--- src/rtl/mffp_pkg.sv ---
// Shared types and constants for the motor feedback frame parser.
// Holds parse phase codes, register indexes and payload types.
// No dependencies; compile this file first.
package mffp_pkg;

  typedef logic [7:0]  byte_t;
  typedef logic [31:0] word_t;
  typedef logic [2:0]  phase_t;
  typedef logic [2:0]  count_t;

  localparam phase_t PH_HEADER = 3'd0;
  localparam phase_t PH_ADDR   = 3'd1;
  localparam phase_t PH_TYPE   = 3'd2;
  localparam phase_t PH_DATA   = 3'd3;
  localparam phase_t PH_CHECK  = 3'd4;
  localparam phase_t PH_TAIL   = 3'd5;

  localparam count_t DATA_BYTES = 3'd4;

  localparam int CFG_ADDR_W = 5;
  localparam int CFG_DATA_W = 32;

  localparam logic [2:0] REG_HEADER   = 3'd0;
  localparam logic [2:0] REG_TAIL     = 3'd1;
  localparam logic [2:0] REG_ADDR0    = 3'd2;
  localparam logic [2:0] REG_ADDR1    = 3'd3;
  localparam logic [2:0] REG_MAX_TYPE = 3'd4;

endpackage

--- src/rtl/mffp_if.sv ---
// Valid/ready channel interfaces for the motor feedback frame parser.
// One interface for received bytes and one for parsed frame results.
// Depends on mffp_pkg for the payload types.
interface mffp_in_if;
  logic           valid;
  logic           ready;
  mffp_pkg::byte_t rx_byte;

  modport source (output valid, output rx_byte, input ready);
  modport sink (input valid, input rx_byte, output ready);
endinterface

interface mffp_out_if;
  logic            valid;
  logic            ready;
  logic            motor_sel;
  mffp_pkg::byte_t feedback_type;
  mffp_pkg::word_t raw_value;

  modport source (output valid, output motor_sel, output feedback_type, output raw_value,
                  input ready);
  modport sink (input valid, input motor_sel, input feedback_type, input raw_value,
                output ready);
endinterface

--- src/rtl/motor_feedback_frame_parser.sv ---
// Top level of the motor feedback frame parser.
// Depends on mffp_pkg and the channel interfaces in mffp_if.sv.
//
// The in_bus channel takes one received serial byte per beat. The parser looks
// for 9-byte frames: header, motor address, type, four data bytes (first one
// most significant), an XOR check byte and a tail. Each complete frame that
// passes the address, type, check and tail tests yields one beat on out_bus
// with the motor select, the type and the 32-bit data word; other bytes yield
// nothing. The five match registers are written through the APB-style cfg_
// port, at byte address 4 times the register index, and read back the same way.
// A byte is taken into an input register on acceptance and then parsed from
// there into the result register, which drives out_bus, so each result passes
// through both registers after its tail byte. One byte can be accepted every
// cycle; the only limit is the single result register. When the receiver stalls
// with a result pending, bytes that produce no result still flow, and only a
// second finished frame waits, which then holds back in_bus. A synchronous
// active-low reset clears the match registers to zero, empties both registers
// and restarts the header search.
module motor_feedback_frame_parser (
  input  logic                                clk,
  input  logic                                rst_n,
  mffp_in_if.sink                             in_bus,
  mffp_out_if.source                          out_bus,
  input  logic                                cfg_psel,
  input  logic                                cfg_penable,
  input  logic                                cfg_pwrite,
  input  logic [mffp_pkg::CFG_ADDR_W-1:0]     cfg_paddr,
  input  logic [mffp_pkg::CFG_DATA_W-1:0]     cfg_pwdata,
  output logic [mffp_pkg::CFG_DATA_W-1:0]     cfg_prdata,
  output logic                                cfg_pready
);

  mffp_pkg::byte_t header_r, tail_r, addr0_r, addr1_r, max_type_r;

  logic            stage_vld_r, stage_vld_nxt;
  mffp_pkg::byte_t stage_byte_r;

  mffp_pkg::phase_t phase_r, phase_nxt;
  mffp_pkg::count_t data_cnt_r, data_cnt_nxt;
  mffp_pkg::byte_t  frame_addr_r, frame_addr_nxt;
  mffp_pkg::byte_t  frame_type_r, frame_type_nxt;
  mffp_pkg::word_t  data_word_r, data_word_nxt;
  mffp_pkg::byte_t  xor_r, xor_nxt;
  mffp_pkg::byte_t  check_r, check_nxt;

  logic            out_vld_r, out_vld_nxt;
  logic            out_sel_r, out_sel_nxt;
  mffp_pkg::byte_t out_type_r, out_type_nxt;
  mffp_pkg::word_t out_value_r, out_value_nxt;

  logic       produce;
  logic       advance;
  logic       in_take;
  logic       cfg_wr;
  logic [2:0] cfg_idx;

  assign cfg_pready = 1'b1;
  assign cfg_wr     = cfg_psel && cfg_penable && cfg_pwrite;
  assign cfg_idx    = cfg_paddr[4:2];

  always_ff @(posedge clk) begin
    if (!rst_n) begin
      header_r   <= '0;
      tail_r     <= '0;
      addr0_r    <= '0;
      addr1_r    <= '0;
      max_type_r <= '0;
    end else if (cfg_wr) begin
      case (cfg_idx)
        mffp_pkg::REG_HEADER:   header_r   <= cfg_pwdata[7:0];
        mffp_pkg::REG_TAIL:     tail_r     <= cfg_pwdata[7:0];
        mffp_pkg::REG_ADDR0:    addr0_r    <= cfg_pwdata[7:0];
        mffp_pkg::REG_ADDR1:    addr1_r    <= cfg_pwdata[7:0];
        mffp_pkg::REG_MAX_TYPE: max_type_r <= cfg_pwdata[7:0];
        default: ;
      endcase
    end
  end

  always_comb begin
    case (cfg_idx)
      mffp_pkg::REG_HEADER:   cfg_prdata = {24'd0, header_r};
      mffp_pkg::REG_TAIL:     cfg_prdata = {24'd0, tail_r};
      mffp_pkg::REG_ADDR0:    cfg_prdata = {24'd0, addr0_r};
      mffp_pkg::REG_ADDR1:    cfg_prdata = {24'd0, addr1_r};
      mffp_pkg::REG_MAX_TYPE: cfg_prdata = {24'd0, max_type_r};
      default:                cfg_prdata = '0;
    endcase
  end

  assign produce = stage_vld_r && (phase_r == mffp_pkg::PH_TAIL) &&
                   (stage_byte_r == tail_r) && (xor_r == check_r);
  assign advance = stage_vld_r && (!produce || !out_vld_r || out_bus.ready);
  assign in_bus.ready = !stage_vld_r || advance;
  assign in_take = in_bus.valid && in_bus.ready;

  always_comb begin
    stage_vld_nxt  = stage_vld_r;
    phase_nxt      = phase_r;
    data_cnt_nxt   = data_cnt_r;
    frame_addr_nxt = frame_addr_r;
    frame_type_nxt = frame_type_r;
    data_word_nxt  = data_word_r;
    xor_nxt        = xor_r;
    check_nxt      = check_r;
    out_vld_nxt    = out_vld_r;
    out_sel_nxt    = out_sel_r;
    out_type_nxt   = out_type_r;
    out_value_nxt  = out_value_r;

    if (in_take) begin
      stage_vld_nxt = 1'b1;
    end else if (advance) begin
      stage_vld_nxt = 1'b0;
    end

    if (out_vld_r && out_bus.ready) begin
      out_vld_nxt = 1'b0;
    end

    if (advance) begin
      case (phase_r)
        mffp_pkg::PH_HEADER: begin
          if (stage_byte_r == header_r) begin
            xor_nxt       = stage_byte_r;
            data_word_nxt = '0;
            data_cnt_nxt  = '0;
            phase_nxt     = mffp_pkg::PH_ADDR;
          end
        end
        mffp_pkg::PH_ADDR: begin
          if (stage_byte_r == addr0_r || stage_byte_r == addr1_r) begin
            frame_addr_nxt = stage_byte_r;
            xor_nxt        = xor_r ^ stage_byte_r;
            phase_nxt      = mffp_pkg::PH_TYPE;
          end else begin
            phase_nxt    = mffp_pkg::PH_HEADER;
            data_cnt_nxt = '0;
          end
        end
        mffp_pkg::PH_TYPE: begin
          if (stage_byte_r <= max_type_r) begin
            frame_type_nxt = stage_byte_r;
            xor_nxt        = xor_r ^ stage_byte_r;
            phase_nxt      = mffp_pkg::PH_DATA;
          end else begin
            phase_nxt    = mffp_pkg::PH_HEADER;
            data_cnt_nxt = '0;
          end
        end
        mffp_pkg::PH_DATA: begin
          data_word_nxt = {data_word_r[23:0], stage_byte_r};
          xor_nxt       = xor_r ^ stage_byte_r;
          data_cnt_nxt  = data_cnt_r + 3'd1;
          if (data_cnt_nxt >= mffp_pkg::DATA_BYTES) begin
            phase_nxt = mffp_pkg::PH_CHECK;
          end
        end
        mffp_pkg::PH_CHECK: begin
          check_nxt = stage_byte_r;
          phase_nxt = mffp_pkg::PH_TAIL;
        end
        mffp_pkg::PH_TAIL: begin
          if (produce) begin
            out_vld_nxt   = 1'b1;
            out_sel_nxt   = (frame_addr_r != addr0_r);
            out_type_nxt  = frame_type_r;
            out_value_nxt = data_word_r;
          end
          phase_nxt    = mffp_pkg::PH_HEADER;
          data_cnt_nxt = '0;
        end
        default: begin
          phase_nxt    = mffp_pkg::PH_HEADER;
          data_cnt_nxt = '0;
        end
      endcase
    end
  end

  always_ff @(posedge clk) begin
    if (!rst_n) begin
      stage_vld_r <= 1'b0;
      phase_r     <= mffp_pkg::PH_HEADER;
      data_cnt_r  <= '0;
      out_vld_r   <= 1'b0;
    end else begin
      stage_vld_r <= stage_vld_nxt;
      phase_r     <= phase_nxt;
      data_cnt_r  <= data_cnt_nxt;
      out_vld_r   <= out_vld_nxt;
    end
  end

  always_ff @(posedge clk) begin
    if (in_take) begin
      stage_byte_r <= in_bus.rx_byte;
    end
    frame_addr_r <= frame_addr_nxt;
    frame_type_r <= frame_type_nxt;
    data_word_r  <= data_word_nxt;
    xor_r        <= xor_nxt;
    check_r      <= check_nxt;
    out_sel_r    <= out_sel_nxt;
    out_type_r   <= out_type_nxt;
    out_value_r  <= out_value_nxt;
  end

  assign out_bus.valid         = out_vld_r;
  assign out_bus.motor_sel     = out_sel_r;
  assign out_bus.feedback_type = out_type_r;
  assign out_bus.raw_value     = out_value_r;

  // A new result can only come from a tail byte that was parsed in the cycle before.
  a_result_from_tail: assert property (@(posedge clk) disable iff (!rst_n)
    $rose(out_vld_r) |-> ($past(phase_r) == mffp_pkg::PH_TAIL) && $past(advance))
    else $error("result raised without a parsed tail byte");

  // The data byte count never runs past the frame's data field.
  a_count_bounded: assert property (@(posedge clk) disable iff (!rst_n)
    data_cnt_r <= mffp_pkg::DATA_BYTES)
    else $error("data byte count out of range");

  // The fourth data byte always moves the parser to the check byte.
  a_data_to_check: assert property (@(posedge clk) disable iff (!rst_n)
    (advance && phase_r == mffp_pkg::PH_DATA && data_cnt_r == 3'd3)
      |=> phase_r == mffp_pkg::PH_CHECK)
    else $error("data field did not end after four bytes");

  // A byte held in the input register is never dropped or overwritten.
  a_stage_holds: assert property (@(posedge clk) disable iff (!rst_n)
    (stage_vld_r && !advance) |=> stage_vld_r && $stable(stage_byte_r))
    else $error("pending input byte lost");

endmodule

--- src/flat_wrapper.sv ---
// flat-port wrapper written by rule: the top's interface ports become plain ports
module motor_feedback_frame_parser_flat 
  (clk, rst_n, cfg_psel, cfg_penable, cfg_pwrite, cfg_paddr, cfg_pwdata, cfg_prdata, cfg_pready, in_bus_valid, in_bus_rx_byte, in_bus_ready, out_bus_valid, out_bus_motor_sel, out_bus_feedback_type, out_bus_raw_value, out_bus_ready);
  mffp_in_if in_bus_i ();
  mffp_out_if out_bus_i ();
  input  logic clk;
  input  logic rst_n;
  input  logic cfg_psel;
  input  logic cfg_penable;
  input  logic cfg_pwrite;
  input  logic [mffp_pkg::CFG_ADDR_W-1:0] cfg_paddr;
  input  logic [mffp_pkg::CFG_DATA_W-1:0] cfg_pwdata;
  output logic [mffp_pkg::CFG_DATA_W-1:0] cfg_prdata;
  output logic cfg_pready;
  input wire logic [$bits(in_bus_i.valid)-1:0] in_bus_valid;
  input wire logic [$bits(in_bus_i.rx_byte)-1:0] in_bus_rx_byte;
  output wire logic [$bits(in_bus_i.ready)-1:0] in_bus_ready;
  output wire logic [$bits(out_bus_i.valid)-1:0] out_bus_valid;
  output wire logic [$bits(out_bus_i.motor_sel)-1:0] out_bus_motor_sel;
  output wire logic [$bits(out_bus_i.feedback_type)-1:0] out_bus_feedback_type;
  output wire logic [$bits(out_bus_i.raw_value)-1:0] out_bus_raw_value;
  input wire logic [$bits(out_bus_i.ready)-1:0] out_bus_ready;
  assign in_bus_i.valid = in_bus_valid;
  assign in_bus_i.rx_byte = in_bus_rx_byte;
  assign in_bus_ready = in_bus_i.ready;
  assign out_bus_valid = out_bus_i.valid;
  assign out_bus_motor_sel = out_bus_i.motor_sel;
  assign out_bus_feedback_type = out_bus_i.feedback_type;
  assign out_bus_raw_value = out_bus_i.raw_value;
  assign out_bus_i.ready = out_bus_ready;
  motor_feedback_frame_parser u_core (.clk(clk), .rst_n(rst_n), .in_bus(in_bus_i), .out_bus(out_bus_i), .cfg_psel(cfg_psel), .cfg_penable(cfg_penable), .cfg_pwrite(cfg_pwrite), .cfg_paddr(cfg_paddr), .cfg_pwdata(cfg_pwdata), .cfg_prdata(cfg_prdata), .cfg_pready(cfg_pready));
endmodule
--- config.mk ---
export PLATFORM = sky130hd
export DESIGN_NAME = motor_feedback_frame_parser_flat
export DESIGN_NICKNAME = d
export VERILOG_FILES = /design/src/rtl/mffp_pkg.sv /design/src/rtl/mffp_if.sv /design/src/rtl/motor_feedback_frame_parser.sv /design/src/flat_wrapper.sv
export SDC_FILE = /design/constraint.sdc
export NUM_CORES = 1
export LEC_CHECK = 0
export ABC_AREA = 0
export BUFFER_PORTS_ARGS = -buffer_cell sky130_fd_sc_hd__buf_2
export CORE_UTILIZATION = 50
export CTS_CLUSTER_SIZE = 25
export DETAILED_ROUTE_END_ITERATION = 8
export PLACE_DENSITY = 0.82
export SYNTH_ARGS = -nofsm -noshare
export SYNTH_HDL_FRONTEND = slang
export SYNTH_SLANG_ARGS = --single-unit
--- constraint.sdc ---
create_clock -name clk -period 3 [get_ports clk]
set_clock_uncertainty 0.1 [all_clocks]
set_input_delay 0.15 -clock clk [delete_from_list [all_inputs] [get_ports clk]]
set_output_delay 0.15 -clock clk [all_outputs]
set_load 0.1 [all_outputs]
==> impl_results.md <==
- Final core occ: 0.600
- Layout net count: 698
- Power Internal: 3.60 mW
- Reg area: 0.00435 mm2
- Post-synth cell types: 58
- Startpoint types: register
- Die X: 121 um
- Final period utilization: 0.930
- Hold Path Stages: 3
- Clk buf depth: 2
- Crit path from: u_core.stage_byte_r[4]$_DFFE_PP_
- Met3 Use GR: 0.0432
- Sw frac: 0.243
- Critical R2R Capture: u_core.xor_r[7]$_DFFE_PP_
- Worst-Skew Late Latency: 0.43 ns
- Share of post-route cells with drive strength above 1: 0.225
- Clock transition at path regs: 0.06 ns
- Gate Count Post-Synth: 538
- Pwr Density: 574 mW/mm2
- # Post-CTS Setup Buffers: 0
- Setup TNS: 0 ns
- Hold Crit Class: primary input to register
- H-tree level count: 4
- CP Max Fanout: 8
- Post-DP HPWL: 9620 um
- Input/output buffers: 76
- Number of setup violations in the final report: 0
- Kind of critical path: register to output pin
- 1st-iter DRT viols: 362
- TritonCTS buffer count: 17
- GRT overflow: 0
- Post-synth EDFFs: 113
- Pre-CTS WS: 0.295 ns
- Reg power frac: 0.508
- Mean Syn Cell Area: 13.1 um2
- Post-DR vias/cell: 5.33
- Area growth syn-to-layout: 17.4%
- Via count: 4427
- Final Hold Vio Count: 0
- Critical path arrival: 2.54 ns
- Reg2reg setup slack: 0.25 ns
- Antenna violations before repair: 0
- Post-route worst setup slack: 0.209 ns
- VDD IR-drop max: 343 uV
- Clk pwr share: 0.425
- Fraction of registers with async set/reset: 0
- Syn. warnings: 0
- Worst r2r path cells: 6
- Reg-to-Reg Start: u_core.stage_byte_r[0]$_DFFE_PP_
- Failing checks: DRC
- Top_reg_cell synth: edfxtp_1
- Root buf cell: clkbuf_16
- Global route hottest layer: met2
- GP Congestion: 0.888
- Rel. slew slack: 0.395
- Sequential cell area fraction in the yosys report: 0.616
- Fmax: 0.358 GHz
- Maxcap violations: 0
- Syn Std Cell Area: 0.00706 mm2
- Combinational power share: 0.067
- Starting Density: 0.511
- Avg WL per Cell: 16.8 um
- Vias in the first global route: 4326
- Die area: 0.0146 mm2
- ANT cells: 0
- Met1 usage: 0.239
- Core ar.: 0.0138 mm2
- Num rows: 43
- Tmin final: 2.79 ns
- Lkg Pwr: 3.18 nW
- WL final: 14000 um
- CTS tree: done
- Power after layout: 4.76 mW
- Switch Pwr: 1.16 mW
- RSZ-0062 raised after global routing: no
- First-pass GRT wire length: 22000 um
- Largest net degree at the start of global routing: 46
- Critical Path RT: 2.75 ns
- Filler cell count: 1070
- Height of the die: 121 um
- 1st-pass router iterations: 9
- Footprint of the multi-input gates: 0.00243 mm2
- DRC Markers: 2
- Synthesis-stage register bit count: 161
- Hold Crit Start: out_bus_ready
- Critical path endpoint category: output pin
- Global-route track usage on met2: 0.347
- WHS Endpoint: u_core.out_bus.valid$_SDFF_PN0_
- Worst-Margin Slew: 0.908 ns
- Final slew viol count: 0
- # clock sinks: 161
- DRT antenna net count: 0
- Outcome: complete, but fails checks
- IO Pins: 128
- GRT Util Overall: 0.203
[routing by layer]
layer,routed length [um],vias to the layer above,part of all wire
met2,7070,161,0.51
met3,697,34,0.050
met1,5800,2165,0.41
met4,423,0,0.030
met5,0,-,0
li1,-,2067,-
[layout by cell type (no fill, tap or decap), types with 15 or more instances in the layout]
master,Yosys,layout
conb_1,2,25
buf_2,3,76
and2_1,31,31
dfxtp_1,48,48
xnor2_1,15,15
edfxtp_1,113,113
xor2_1,41,41
clkbuf_16,0,17
nor2_1,48,47
nand2_1,18,18
dlygate4sd3_1,0,18
mux2i_1,42,42
a22oi_1,16,16
[power by group through the flow]
| stage | Clock [mW] | Sequential, mW | Combinational, mW |
|---|---|---|---|
| after floorplan | 0 | 2.44 | 0.295 |
| after global placement | 0 | 2.46 | 0.291 |
| after detailed placement | 0 | 2.47 | 0.298 |
| after global routing | 2.14 | 2.42 | 0.338 |
| final | 2.02 | 2.42 | 0.319 |
| after CTS | 2.07 | 2.42 | 0.317 |
[cells by family (layout without fill, tap and decap cells)]
| kind of cell | after synthesis | count (layout) | share of synthesized area |
|---|---|---|---|
| AOI/OAI and AO/OA | 47 | 47 | 0.0482 |
| xor gates and xnor gates | 57 | 57 | 0.0717 |
| adders and majority gates | 9 | 9 | 0.0159 |
| buffers and inverters | 61 | 150 | 0.0533 |
| DFF | 161 | 161 | 0.616 |
| muxes | 50 | 50 | 0.0739 |
| other | 2 | 25 | 0.00106 |
| and+or+nand+nor | 151 | 151 | 0.119 |
[how the worst max path moves through the flow]
| stage | cells after the start | slack (ns) | end |
|---|---|---|---|
| 2_1_floorplan | 5 | 0.07 | u_core.xor_r[0]$_DFFE_PP_ |
| 3_3_place_gp | 7 | 0.32 | u_core.xor_r[6]$_DFFE_PP_ |
| 3_5_place_dp | 7 | 0.30 | u_core.xor_r[4]$_DFFE_PP_ |
| 4_1_cts | 6 | 0.21 | in_bus_ready |
| 5_1_grt | 6 | 0.07 | in_bus_ready |
| 6_report | 6 | 0.21 | in_bus_ready |
[worst max-delay path, stage by stage (launching register included)]
cell and delay (ns):
edfxtp_1 0.58, xor2_2 0.23, nor4_4 0.33, nand2_1 0.10, nor4_2 0.37, nand2_1 0.17
buf_2 0.33
[cell usage after synthesis (all sizes together) (8+ instances only)]
cell    instances  share of area
nand2          18         0.0096
xnor2          15          0.019
clkbuf         13         0.0071
dfxtp          48           0.14
nor4           13          0.017
edfxtp        113           0.48
a21oi           8         0.0057
nor2           50          0.027
inv            12         0.0064
o22ai           8         0.0071
ha              9          0.016
mux2i          42          0.060
nand3           8         0.0064
buf            36          0.040
a22oi          16          0.017
and2           33          0.030
xor2           42          0.053
[cell type report]
class / instances / area share
multi-input cells: 339 / 0.293
clock inverters: 15 / 0.0160
repair buffers: 106 / 0.0815
clock buffers: 17 / 0.0513
flip-flops and latches: 161 / 0.525
inverters: 12 / 0.00543
well taps: 180 / 0.0272
[stage by stage]
stage	cell area (um2)	cells	hold WS (ns)
2_1_floorplan	7150	561	0.149
3_3_place_gp	7550	780	0.234
3_5_place_dp	7550	780	0.229
4_1_cts	8290	830	0.00729
5_1_grt	8290	830	0.0257
6_report	8290	830	0.0138
[timing repair]
item,4_1_cts,5_1_grt
hold buffers,18,0
endpoints found under the hold margin,48,0
gates resized for setup,0,0
Note: power is estimated with default switching activity, not from simulation.
